<file path="config.mk">
export PLATFORM = sky130hd
export DESIGN_NAME = degenerate_motif_scanner
export DESIGN_NICKNAME = d
export VERILOG_FILES = /design/src/rtl/dms_pkg.sv /design/src/rtl/degenerate_motif_scanner.sv
export SDC_FILE = /design/constraint.sdc
export NUM_CORES = 1
export LEC_CHECK = 0
export ABC_CLOCK_PERIOD_IN_PS = 20500
export BUFFER_PORTS_ARGS = -buffer_cell sky130_fd_sc_hd__buf_4
export CAP_MARGIN = 20
export CORE_ASPECT_RATIO = 0.8
export CORE_MARGIN = 1
export CORE_UTILIZATION = 45
export DETAILED_ROUTE_END_ITERATION = 8
export GPL_TIMING_DRIVEN = 1
export PLACE_DENSITY = 0.64
export SYNTH_ARGS = -nofsm -noshare
export SYNTH_HDL_FRONTEND = slang
export SYNTH_SLANG_ARGS = --single-unit
</file>
<file path="constraint.sdc">
create_clock -name i_clk -period 20.5 [get_ports i_clk]
set_input_delay 3.075 -clock i_clk [delete_from_list [all_inputs] [get_ports i_clk]]
set_output_delay 3.075 -clock i_clk [all_outputs]
set_load 0.02 [all_outputs]
</file>
<file path="src/rtl/dms_pkg.sv">
// shared types, constants and base encoding for the degenerate motif scanner
package dms_pkg;

    localparam int MAX_MOTIF_DEF     = 16;
    localparam int POSITION_BITS_DEF = 32;
    localparam int MASK_SLOTS        = 16;

    localparam int CFG_INDEX_W = 2;
    localparam logic [CFG_INDEX_W-1:0] CFG_MOTIF_MASKS        = 2'd0;
    localparam logic [CFG_INDEX_W-1:0] CFG_MOTIF_LENGTH       = 2'd1;
    localparam logic [CFG_INDEX_W-1:0] CFG_ALLOWED_MISMATCHES = 2'd2;

    localparam logic [7:0] CHAR_A = 8'h61;
    localparam logic [7:0] CHAR_C = 8'h63;
    localparam logic [7:0] CHAR_G = 8'h67;
    localparam logic [7:0] CHAR_T = 8'h74;

    localparam logic [3:0] CODE_A    = 4'b0001;
    localparam logic [3:0] CODE_C    = 4'b0010;
    localparam logic [3:0] CODE_G    = 4'b0100;
    localparam logic [3:0] CODE_T    = 4'b1000;
    localparam logic [3:0] CODE_NONE = 4'b0000;

    typedef struct packed {
        logic [7:0] base_char;
        logic       first_of_sequence;
    } t_in_item;

    typedef struct packed {
        logic [31:0] start_position;
        logic [4:0]  mismatch_count;
    } t_out_item;

    // one-hot base code, anything but lower-case acgt matches nothing
    function automatic logic [3:0] base_code(input logic [7:0] ch);
        logic [3:0] code;
        case (ch)
            CHAR_A:  code = CODE_A;
            CHAR_C:  code = CODE_C;
            CHAR_G:  code = CODE_G;
            CHAR_T:  code = CODE_T;
            default: code = CODE_NONE;
        endcase
        return code;
    endfunction

endpackage

</file>
<file path="src/rtl/degenerate_motif_scanner.sv">
// degenerate motif scanner: iupac motif search with mismatches over a base stream
// path: a base is registered into the window, a hit then into the result register
// throughput: one base per cycle unless o_stall; the per-position mask compare and
//   the mismatch popcount sit between the window registers and the result register
// reset: synchronous active low; clears window fill, position, pipeline valids and the
//   configuration (masks 0, length 1, allowed mismatches 0)
module degenerate_motif_scanner #(
    parameter int MAX_MOTIF     = dms_pkg::MAX_MOTIF_DEF,
    parameter int POSITION_BITS = dms_pkg::POSITION_BITS_DEF
) (
    input  logic                         i_clk,
    input  logic                         i_rst_n,
    input  logic                         i_valid,
    output logic                         o_stall,
    input  dms_pkg::t_in_item            i_in_item,
    output logic                         o_valid,
    input  logic                         i_stall,
    output dms_pkg::t_out_item           o_out_item,
    input  logic                         i_cfg_valid,
    output logic                         o_cfg_ready,
    input  logic [dms_pkg::CFG_INDEX_W-1:0] i_cfg_index,
    input  logic [63:0]                  i_cfg_data
);

    localparam int CAP       = (MAX_MOTIF < dms_pkg::MASK_SLOTS) ? MAX_MOTIF
                                                                  : dms_pkg::MASK_SLOTS;
    localparam int WIN_IDX_W = $clog2(MAX_MOTIF);
    localparam int FILL_W    = $clog2(MAX_MOTIF + 1);
    localparam logic [FILL_W-1:0]        FILL_MAX = FILL_W'(MAX_MOTIF);
    localparam logic [POSITION_BITS-1:0] POS_MAX  = '1;

    // configuration
    logic [63:0] r_motif_masks;
    logic [4:0]  r_motif_length;
    logic [4:0]  r_allowed;

    // sequence state
    logic [3:0]               r_window [MAX_MOTIF];
    logic [FILL_W-1:0]        r_fill;
    logic [POSITION_BITS-1:0] r_index;

    // compare stage
    logic                     r_s1_valid;
    logic [POSITION_BITS-1:0] r_s1_cur;

    // result register
    logic                r_out_valid;
    dms_pkg::t_out_item  r_out_item;

    logic                     in_accept;
    logic                     s1_adv;
    logic                     out_free;
    logic [FILL_W-1:0]        fill_base;
    logic [POSITION_BITS-1:0] index_base;
    logic [4:0]               len;
    logic [4:0]               miss;
    logic                     hit;
    logic [POSITION_BITS-1:0] start_full;
    logic [FILL_W-1:0]        n_fill;
    logic [POSITION_BITS-1:0] n_index;

    assign o_cfg_ready = 1'b1;

    always_ff @(posedge i_clk) begin
        if (!i_rst_n) begin
            r_motif_masks  <= '0;
            r_motif_length <= 5'd1;
            r_allowed      <= '0;
        end else if (i_cfg_valid) begin
            case (i_cfg_index)
                dms_pkg::CFG_MOTIF_MASKS:        r_motif_masks  <= i_cfg_data;
                dms_pkg::CFG_MOTIF_LENGTH:       r_motif_length <= i_cfg_data[4:0];
                dms_pkg::CFG_ALLOWED_MISMATCHES: r_allowed      <= i_cfg_data[4:0];
                default: ;
            endcase
        end
    end

    // handshake
    assign out_free  = !r_out_valid || !i_stall;
    assign s1_adv    = r_s1_valid && (out_free || !hit);
    assign o_stall   = r_s1_valid && !s1_adv;
    assign in_accept = i_valid && !o_stall;

    // fill and position update
    always_comb begin
        fill_base  = i_in_item.first_of_sequence ? '0 : r_fill;
        index_base = i_in_item.first_of_sequence ? '0 : r_index;
        n_fill     = (fill_base < FILL_MAX) ? fill_base + FILL_W'(1) : fill_base;
        n_index    = (index_base < POS_MAX) ? index_base + POSITION_BITS'(1) : index_base;
    end

    always_ff @(posedge i_clk) begin
        if (!i_rst_n) begin
            r_fill     <= '0;
            r_index    <= '0;
            r_s1_valid <= 1'b0;
        end else begin
            if (in_accept) begin
                r_fill  <= n_fill;
                r_index <= n_index;
            end
            if (in_accept) begin
                r_s1_valid <= 1'b1;
            end else if (s1_adv) begin
                r_s1_valid <= 1'b0;
            end
        end
    end

    // entries past the fill count never affect a hit, so no clearing
    always_ff @(posedge i_clk) begin
        if (in_accept) begin
            for (int i = MAX_MOTIF - 1; i > 0; i--) begin
                r_window[i] <= r_window[i-1];
            end
            r_window[0] <= dms_pkg::base_code(i_in_item.base_char);
            r_s1_cur    <= index_base;
        end
    end

    // length in use, clamped to one .. cap
    always_comb begin
        if (r_motif_length == 5'd0) begin
            len = 5'd1;
        end else if (int'(r_motif_length) > CAP) begin
            len = 5'(CAP);
        end else begin
            len = r_motif_length;
        end
    end

    // window always reflects the base in the compare stage
    always_comb begin
        int idx;
        miss = '0;
        for (int p = 0; p < CAP; p++) begin
            idx = int'(len) - 1 - p;
            if (p < int'(len)) begin
                if ((r_window[WIN_IDX_W'(idx)] & r_motif_masks[4*p +: 4]) == 4'd0) begin
                    miss = miss + 5'd1;
                end
            end
        end
    end

    assign hit        = (int'(r_fill) >= int'(len)) && (miss <= r_allowed);
    assign start_full = r_s1_cur - POSITION_BITS'(len - 5'd1);

    always_ff @(posedge i_clk) begin
        if (!i_rst_n) begin
            r_out_valid <= 1'b0;
        end else if (r_s1_valid && hit && out_free) begin
            r_out_valid <= 1'b1;
        end else if (!i_stall) begin
            r_out_valid <= 1'b0;
        end
    end

    always_ff @(posedge i_clk) begin
        if (r_s1_valid && hit && out_free) begin
            r_out_item.start_position <= 32'(start_full);
            r_out_item.mismatch_count <= miss;
        end
    end

    assign o_valid    = r_out_valid;
    assign o_out_item = r_out_item;

endmodule
</file>
# Word-level counts from Yosys, hierarchy flattened
# Memories as Yosys holds them, arrays and structs flattened.
# Cells that the tools add are included.
[word_totals]
regBits = 182
latch_bits = 0
ram_bits = 64
mem_bits_ro = 0
inputBits = 80
out_inout_bits = 40
wordCells = 171
mem_count = 1
[classes]
n_addsub = 35
mul = 0
n_div = 0
magnitude_cmp = 21
n_eq_ne = 7
shifts = 0
mux = 46
n_bitwise = 16
n_reduce_logical = 35
[memory_table]
columns = ["memory", "depth", "word_bits", "read_ports", "rd_ports_with_merged_regs", "write_ports", "line_no", "rtl"]
rows = [
  ["r_window", 16, 4, 31, 0, 16, "degenerate_motif_scanner.sv:38", "logic [3:0] r_window [MAX_MOTIF];"],
]
[op_table]
columns = ["op", "n"]
rows = [
  ["$mux W5", 34],
  ["$add A5 B1 Y5 const B", 16],
  ["$and A4 B4 Y4", 16],
  ["$logic_not A4 Y1", 16],
  ["$mux W32", 2],
  ["$lt A4 B5 Y1 const A", 8],
  ["$add A32 B1 Y32 const B", 1],
  ["$eq A8 B7 Y1 const B", 4],
  ["$lt A32 B32 Y1 const B", 1],
  ["$sub A32 B32 Y32", 1],
  ["$sub A4 B4 Y4 const B", 8],
  ["$lt A3 B5 Y1 const A", 4],
  ["$pmux W4 S4", 1],
  ["$sub A4 B3 Y4 const B", 4],
  ["$lt A1 B5 Y1 const A", 2],
  ["$lt A2 B5 Y1 const A", 2],
  ["$mux W1", 8],
  ["$sub A4 B1 Y4 const B", 2],
  ["$sub A4 B2 Y4 const B", 2],
  ["$logic_and A1 B1 Y1", 6],
  ["$reduce_and A2 Y1", 3],
  ["$sub A5 B1 Y6 const B", 1],
  ["$ge A5 B5 Y1", 1],
  ["$gt A5 B5 Y1 const B", 1],
  ["other kinds (11)", 16],
]

# Logic depth before layout (Yosys ltp)
# Gate-level depths: netlist of the first run.
# An unclocked memory read counts as a cell.
[depth]
ltp_word = 65
depth_mapped = 74
depth_no_buf = 69

# Worst setup path after synthesis of the first run
# Ideal clock, no wire load.
[synth_path]
path_kind = "register to register"
from = "register r_motif_length[1]"
to = "register r_index[28]"
setup_ns = 0.115
t_arrival_ns = 16.563
path_slack_ns = 3.822
stages_incl_launch_ff = 73
path_buffers = 9
period_less_slack_ns = 16.678
path_cell_list = "dfxtp_1 -> buf_6 -> or4_4 -> buf_6 -> nand2_8 -> buf_2 -> buf_4 -> ha_1 -> clkbuf_1 -> clkbuf_1 -> clkbuf_1 -> clkbuf_1 -> a211oi_1 -> xnor2_1 -> mux4_2 -> nand2_1 -> o311ai_0 -> a21oi_1 -> (+37 left out) -> inv_1 -> ha_1 -> nand2_1 -> nor2_1 -> a21oi_1 -> mux2i_1 -> xnor2_1 -> ha_1 -> nand3_1 -> nor2_1 -> o221ai_1 -> o21ai_1 -> inv_1 -> clkbuf_1 -> nand2_1 -> nor3_1 -> xnor2_1 -> and2_1"
[synth_via]
elab_chain_len = 63
[synth_rtl]
columns = ["element", "line_no", "rtl"]
rows = [
  ["from (decl)", "degenerate_motif_scanner.sv:34", "logic [4:0] r_motif_length;"],
  ["from (signal assigned)", "degenerate_motif_scanner.sv:72", "dms_pkg::CFG_MOTIF_LENGTH: r_motif_length <= i_cfg_data[4:0];"],
  ["$gt A5 B5 Y1", "degenerate_motif_scanner.sv:126", "end else if (int'(r_motif_length) > CAP) begin"],
  ["$mux W5", "degenerate_motif_scanner.sv:126", ""],
  ["$mux W5 *", "degenerate_motif_scanner.sv:124", "if (r_motif_length == 5'd0) begin"],
  ["$sub A4 B1 Y4", "degenerate_motif_scanner.sv:138", "idx = int'(len) - 1 - p;"],
  ["$mem_v2 Z16 W4", "n/a", ""],
  ["$and A4 B4 Y4", "degenerate_motif_scanner.sv:140", "if ((r_window[WIN_IDX_W'(idx)] & r_motif_masks[4*p +: 4]) == 4'd0) begin"],
  ["$logic_not A4 Y1", "degenerate_motif_scanner.sv:140", ""],
  ["$mux W1", "degenerate_motif_scanner.sv:140", ""],
  ["(+46 left out)", "n/a", ""],
  ["via miss[4]", "degenerate_motif_scanner.sv:56", "logic [4:0] miss;"],
  ["(+2 left out)", "n/a", ""],
  ["$logic_not A1 Y1 *", "degenerate_motif_scanner.sv:81", "assign s1_adv = r_s1_valid && (out_free || !hit);"],
  ["$logic_or A1 B1 Y1 *", "degenerate_motif_scanner.sv:81", ""],
  ["$logic_and A1 B1 Y1 *", "degenerate_motif_scanner.sv:81", ""],
  ["$logic_not A1 Y1 *", "degenerate_motif_scanner.sv:82", "assign o_stall = r_s1_valid && !s1_adv;"],
  ["$logic_and A1 B1 Y1 *", "degenerate_motif_scanner.sv:82", ""],
  ["$logic_not A1 Y1 *", "degenerate_motif_scanner.sv:83", "assign in_accept = i_valid && !o_stall;"],
  ["$logic_and A1 B1 Y1 *", "degenerate_motif_scanner.sv:83", ""],
  ["via in_accept", "degenerate_motif_scanner.sv:50", "logic in_accept;"],
  ["to (signal assigned)", "degenerate_motif_scanner.sv:101", "r_index <= n_index;"],
  ["to (decl)", "degenerate_motif_scanner.sv:40", "logic [POSITION_BITS-1:0] r_index;"],
]
# The timed path passes the listed nets; every way through them passes the cells marked *.
# A chain may end at the register's enable or synchronous reset.

# Worst setup path in the final report of the first run
[layout_path]
from = "register r_motif_length[4]"
to = "output o_stall"
[layout_via]
elab_chain_len = 61
[layout_rtl]
columns = ["element", "line_no", "rtl"]
rows = [
  ["$gt A5 B5 Y1", "degenerate_motif_scanner.sv:126", ""],
  ["$mux W5", "degenerate_motif_scanner.sv:126", ""],
  ["$mux W5 *", "degenerate_motif_scanner.sv:124", ""],
  ["$sub A4 B1 Y4", "degenerate_motif_scanner.sv:138", ""],
  ["$mem_v2 Z16 W4", "n/a", ""],
  ["$and A4 B4 Y4", "degenerate_motif_scanner.sv:140", ""],
  ["$logic_not A4 Y1", "degenerate_motif_scanner.sv:140", ""],
  ["$mux W1", "degenerate_motif_scanner.sv:140", ""],
  ["(+46 left out)", "n/a", ""],
  ["via miss[4]", "degenerate_motif_scanner.sv:56", ""],
  ["$le A5 B5 Y1 *", "degenerate_motif_scanner.sv:147", "assign hit = (int'(r_fill) >= int'(len)) && (miss <= r_allowed);"],
  ["$logic_and A1 B1 Y1 *", "degenerate_motif_scanner.sv:147", ""],
  ["$logic_not A1 Y1 *", "degenerate_motif_scanner.sv:81", ""],
  ["$logic_or A1 B1 Y1 *", "degenerate_motif_scanner.sv:81", ""],
  ["$logic_and A1 B1 Y1 *", "degenerate_motif_scanner.sv:81", ""],
  ["$logic_not A1 Y1 *", "degenerate_motif_scanner.sv:82", ""],
  ["$logic_and A1 B1 Y1 *", "degenerate_motif_scanner.sv:82", ""],
  ["to (decl)", "degenerate_motif_scanner.sv:14", "output logic o_stall,"],
]
# Marked as above.

==> flow_metrics.tcl, run 1 <==
set metrics [dict create \
    worstHoldPathType "reg -> reg" \
    drtAntennaViolNets 0 \
    ys_async_sr_fraction_pct 0 \
    portBuffers 118 \
    grt_use_total_pct 27.2 \
    final.setup_skew_ns 0.0108 \
    min_period_ns 18.37 \
    dp_worst_setup_slack_ns 2.92 \
    finalSetupViolCount 0 \
    cellPowerDensity_nw_per_um2 81.2 \
    synth-main-ff-cell "edfxtp_1" \
    n_antenna_cell 0 \
    avgSynthCellArea_um2 9.26 \
    layout_common_cells "nand2_1 (303), buf_4 (134), edfxtp_1 (133)" \
    timing_worst_slew_pin_value_ns 1.16 \
    grt_max_degree 114 \
    start_kind "flop" \
    cpMaxStageDelayCell "or4_4" \
    finalNetCount 2088 \
    numCtsBuffers 27 \
    clock_tree_from_tritoncts "built" \
    fp.coreArea_um2 38200 \
    arrival_ns 15.29 \
    portion_of_the_clock_cycle_consumed_by_the_worst_path_in_the_final_layout_pct 89.6 \
    yosysWarningCount 0 \
    setup_slack_ns 2.13 \
    final_util_pct 51.1 \
    clk-insertion-delay-late_ns 0.56 \
    synth-edff-count 133 \
    hold_violation_count_in_the_final_report 0 \
    num_ports 120 \
    cts_repair_resize_count 0 \
    drt_pass1_iterations 5 \
    clock_tree.root_cell "clkbuf_16" \
    total_power_mw 1.59 \
    hold_buffers 0 \
    syn_area_um2 17400 \
    routed_wl_um 54700 \
    hpwl_um 40600 \
    setup.worst_path.class "reg -> out" \
    maxCapViolCount 0 \
    synth_fp_nets 2028 \
    yosys_register_bits 246 \
    floorplan.rows 64 \
    grt_first_pass_wirelength_um 81400 \
    cp_common_cell "ha_1" \
    clk_path_buf_depth 3 \
    clock.fmax_mhz 54.5 \
    worstSetupEndpointType "output pin" \
    dr_total_vias 14863 \
    die_width_um 222 \
    path_max_fanout 42 \
    antenna_found_initial 0 \
    finalMaxSlewViolations 0 \
    synth_cell_type_count 96 \
    tritoncts_sink_count 246 \
    finish.instance_area_um2 19500 \
    slew_margin_rel_pct 21.0 \
    gp_routability_congestion 1.01 \
    first_global_vias 13435 \
    cts_setup_buffers 0 \
    cp_slowest_stage_delay_ns 0.81 \
    cp_data_required_time_ns 17.43 \
    fin_setup_tns_ns 0 \
    ys_seq_area_share_pct 36.0 \
    num-fill-cells 3496 \
    globalRouteOverflowTotal 0 \
    outcome "finished, final reports clean" \
    initial_core_util_pct 45.5 \
    path_clk_slew_ns 0.06 \
    cells_after_synthesis 1879 \
    grt_setup_unrepaired "no" \
    avgRoutedWirePerCell_um 22.3 \
    detailed_place.area_um2 18600 \
    layout-drive-gt1-share_pct 14.8 \
    area_growth_pct 12.2 \
    floorplan.die_area_um2 39500 \
    cts_max_level 1 \
    drt-vias-per-instance 6.05 \
    first_iter_violations 1626 \
    ir_drop_mv 0.0601 \
    floorplan.die.height_um 178 \
    mostFrequentLayoutCell "nand2_1" \
    drt_drc_violations_left 0 \
    leakage_nw 7.19 \
]
==> report_power, final <==
group	switching [mW]	internal (mW)
Sequential	0.0319	0.558
Clock	0.198	0.294
Combinational	0.294	0.211
Total	0.523	1.06
==> state kept, by name (all words and copies together) (netlist names), 5 cells and up <==
register        count
r_s1_cur           32
r_index            32
r_allowed           5
r_motif_length      5
r_window           64
o_out_item         37
r_motif_masks      64
r_fill              5
==> path summary, 6_finish.rpt <==
kind         depth (start not counted)                              to  slack (ns)                      startpoint
max                                 64                         o_stall        2.13  r_motif_length[4]$_SDFFE_PN0P_
max reg2reg                         72        r_index[29]$_SDFFE_PN0P_        2.84  r_motif_length[4]$_SDFFE_PN0P_
min                                  2  r_motif_masks[48]$_SDFFE_PN0P_        0.47  r_motif_masks[48]$_SDFFE_PN0P_
min reg2reg                          2  r_motif_masks[48]$_SDFFE_PN0P_        0.47  r_motif_masks[48]$_SDFFE_PN0P_
==> metrics by stage <==
stage                     hold WS, ns  instances
after global placement          0.457       2404
final                           0.468       2455
after global routing            0.497       2455
after CTS                       0.468       2455
after detailed placement        0.461       2405
after floorplan                 0.443       1879
==> layer usage <==
| metal | up-vias | GRT usage, % | wire (µm) |
|---|---|---|---|
| li1 | 7000 | - | - |
| met3 | 106 | 7.85 | 5480 |
| met4 | 0 | 8.36 | 1730 |
| met1 | 7080 | 39.1 | 25000 |
| met5 | - | 0 | 0 |
| met2 | 677 | 39.1 | 22500 |
==> cells by family (layout without fill, tap and decap cells) <==
family	count (synthesis)	count (layout)	synth area share (%)
AND/OR/NAND/NOR	704	704	20.2
AO/OA/AOI/OAI	471	471	19.0
flip-flops	246	246	36.0
buffers and inverters	166	247	3.83
multiplexers	113	113	9.62
XOR/XNOR	108	108	6.32
adder cells (fa/ha/maj)	70	70	5.06
other	1	1	0.0216
==> critical path: cells and delay by family (launching register included) <==
kind | cells | cell delay [ns]
compound gates | 15 | 3.30
xor+xnor | 4 | 1.14
flops | 1 | 0.30
simple gates | 20 | 3.14
buf+inv | 7 | 1.54
fa+ha+maj | 13 | 3.83
mux | 5 | 1.41
==> Yosys cell counts (5+ instances only) <==
master       n  area [µm²]
nand4_1     26         163
nor2_1      60         225
nor3b_1      8        60.1
nand3_1     34         170
ha_1        68         851
a21oi_1     67         335
a31oi_1     19         119
mux4_2      40         901
nand3b_1     7        52.6
and2_1      42         263
buf_2        5        25.0
o21a_1      18         135
or2_2       20         125
nor2b_1     66         413
a22o_1      12         105
mux2_2      17         191
nor4_1       7        43.8
a22oi_1     34         255
clkbuf_1    86         323
o21ai_0     85         425
a32oi_1      5        43.8
a221o_1      5        50.1
dfxtp_1    113        2260
nor3_1      22         110
nand2b_1    57         357
a21o_1      16         120
or3_1       10        62.6
a2111oi_0    6        52.6
a211oi_1    33         248
xor2_1      29         254
o211ai_1    11        82.6
o22ai_1     10        62.6
inv_1       58         218
nand2_1    303        1140
o21bai_1    16         120
mux2i_1     54         541
a221oi_1     7        61.3
edfxtp_1   133        3990
buf_1        7        26.3
xnor2_1     66         578
a21boi_0    74         556
o221ai_1     6        52.6
and3_1      21         131
==> final cells by class <==
class,count,area (µm²),area share [%]
Clock inverter,13,143,0.731
Clock buffer,37,753,3.86
Timing Repair Buffer,134,1010,5.15
Sequential cell,246,6260,32.0
Inverter,63,246,1.26
Multi-Input combinational cell,1467,10500,53.8
Tap cell,495,619,3.17
Power figures use the tool's default switching activity.
==> inputs of run 2 (changes only) <==
Settings changed: CELL_PAD_IN_SITES_DETAIL_PLACEMENT set to 0, CELL_PAD_IN_SITES_GLOBAL_PLACEMENT set to 1, CORE_ASPECT_RATIO 0.8 to not set, PLACE_DENSITY 0.64 to 0.79.
==> flow_metrics.tcl, run 2 (same netlist as run 1, synthesis figures left out) <==
set metrics [dict create \
    hold_violation_count_in_the_final_report 0 \
    portion_of_the_clock_cycle_consumed_by_the_worst_path_in_the_final_layout_pct 91.2 \
    grt_first_pass_wirelength_um 82700 \
    antenna_found_initial 1 \
    cp_slowest_stage_delay_ns 0.93 \
    hpwl_um 41200 \
    hold_buffers 0 \
    dr_total_vias 14827 \
    clk_path_buf_depth 3 \
    layout_common_cells "nand2_1 (303), buf_4 (137), edfxtp_1 (133)" \
    floorplan.die_area_um2 39400 \
    layout-drive-gt1-share_pct 15.2 \
    worstHoldPathType "reg -> reg" \
    clock.fmax_mhz 53.5 \
    grt_setup_unrepaired "no" \
    cp_data_required_time_ns 17.43 \
    tritoncts_sink_count 246 \
    initial_core_util_pct 46.0 \
    min_period_ns 18.70 \
    finalNetCount 2092 \
    first_iter_violations 1413 \
    grt_use_total_pct 27.8 \
    detailed_place.area_um2 18700 \
    arrival_ns 15.62 \
    path_clk_slew_ns 0.06 \
    clock_tree.root_cell "clkbuf_16" \
    final_cells 2477 \
    floorplan.die.height_um 199 \
    cts_max_level 1 \
    cellPowerDensity_nw_per_um2 80.3 \
    worstSetupEndpointType "output pin" \
    numCtsBuffers 28 \
    place_inst 2424 \
    floorplan.rows 71 \
    fin_setup_tns_ns 0 \
    routed_wl_um 55100 \
    path_max_fanout 46 \
    num_ports 120 \
    clk-insertion-delay-late_ns 0.57 \
    cts_repair_resize_count 0 \
    mostFrequentLayoutCell "nand2_1" \
    slew_margin_rel_pct 30.2 \
    grt_max_degree 74 \
    gp_routability_congestion 1.00 \
    fp.coreArea_um2 37800 \
    drtAntennaViolNets 0 \
    first_global_vias 13622 \
    setup.worst_path.class "reg -> out" \
    finalSetupViolCount 0 \
    maxCapViolCount 0 \
    drt_drc_violations_left 0 \
    cpMaxStageDelayCell "ha_2" \
    ir_drop_mv 0.0652 \
    avgRoutedWirePerCell_um 22.2 \
    portBuffers 118 \
    outcome "finished, final reports clean" \
    globalRouteOverflowTotal 0 \
    leakage_nw 7.20 \
    final_util_pct 51.7 \
    cts_setup_buffers 0 \
    drt_pass1_iterations 6 \
    area_growth_pct 12.5 \
    finish.instance_area_um2 19600 \
    timing_worst_slew_pin_value_ns 1.04 \
    final.setup_skew_ns 0.0171 \
    drt-vias-per-instance 5.99 \
    cp_common_cell "ha_1" \
    die_width_um 199 \
    finalMaxSlewViolations 0 \
    clock_tree_from_tritoncts "built" \
    start_kind "flop" \
]
run 2: cell count changes in the layout (fill, tap and decap cells not counted), sizes merged, moves of 2 or more:
| cell | change |
|---|---|
| clkinvlp | +3 |
| bufinv | -2 |
| clkinv | +7 |
| buf | +3 |
| clkbuf | -5 |
run 2: power breakdown:
| part | leakage (nW) | switching [mW] | internal (mW) | total, mW |
|---|---|---|---|---|
| combinational | 4.56 | 0.292 | 0.210 | 0.502 |
| sequential | 2.21 | 0.0265 | 0.558 | 0.584 |
| clock | 0.436 | 0.209 | 0.277 | 0.486 |
| total | 7.20 | 0.527 | 1.04 | 1.57 |
run 2: final timing paths:
path                             startpoint                             to  slack [ns]  cells after the start
max          r_motif_length[4]$_SDFFE_PN0P_                        o_stall        1.80                     63
min           r_motif_masks[7]$_SDFFE_PN0P_  r_motif_masks[7]$_SDFFE_PN0P_        0.47                      2
max reg2reg  r_motif_length[4]$_SDFFE_PN0P_       r_index[30]$_SDFFE_PN0P_        2.76                     69
min reg2reg   r_motif_masks[7]$_SDFFE_PN0P_  r_motif_masks[7]$_SDFFE_PN0P_        0.47                      2
run 2: per-layer routing:
layer	part of all wire [%]	vias up	global-route usage, %
met3	9.1	100	6.68
met2	42	610	40.4
met5	0.024	-	0
met4	2.8	2	7.64
li1	-	6998	-
met1	46	7117	40.7
run 2: final cells by class:
class	count	area, µm²
multi-input cells	1467	10500
clock buffers	32	757
inverters	63	246
repair buffers	137	1030
fillers	3553	18300
flip-flops and latches	246	6260
diodes	1	2.50
well taps	511	639
clock inverters	20	140
run 2: stage by stage:
step	setup WS (ns)	total power, mW	hold WS (ns)
global placement	3.09	1.08	0.455
detailed placement	2.65	1.09	0.463
CTS	1.98	1.58	0.473
finish	1.80	1.57	0.470
floorplan	3.82	0.954	0.443
global route	0.698	1.65	0.490
run 2: critical path, delay by kind of cell (launching register included):
kind	cells	cell delay [ns]
mux	5	1.46
buf+inv	6	1.66
simple gates	20	2.44
compound gates	15	3.56
xor+xnor	3	0.80
flops	1	0.31
fa+ha+maj	14	4.78
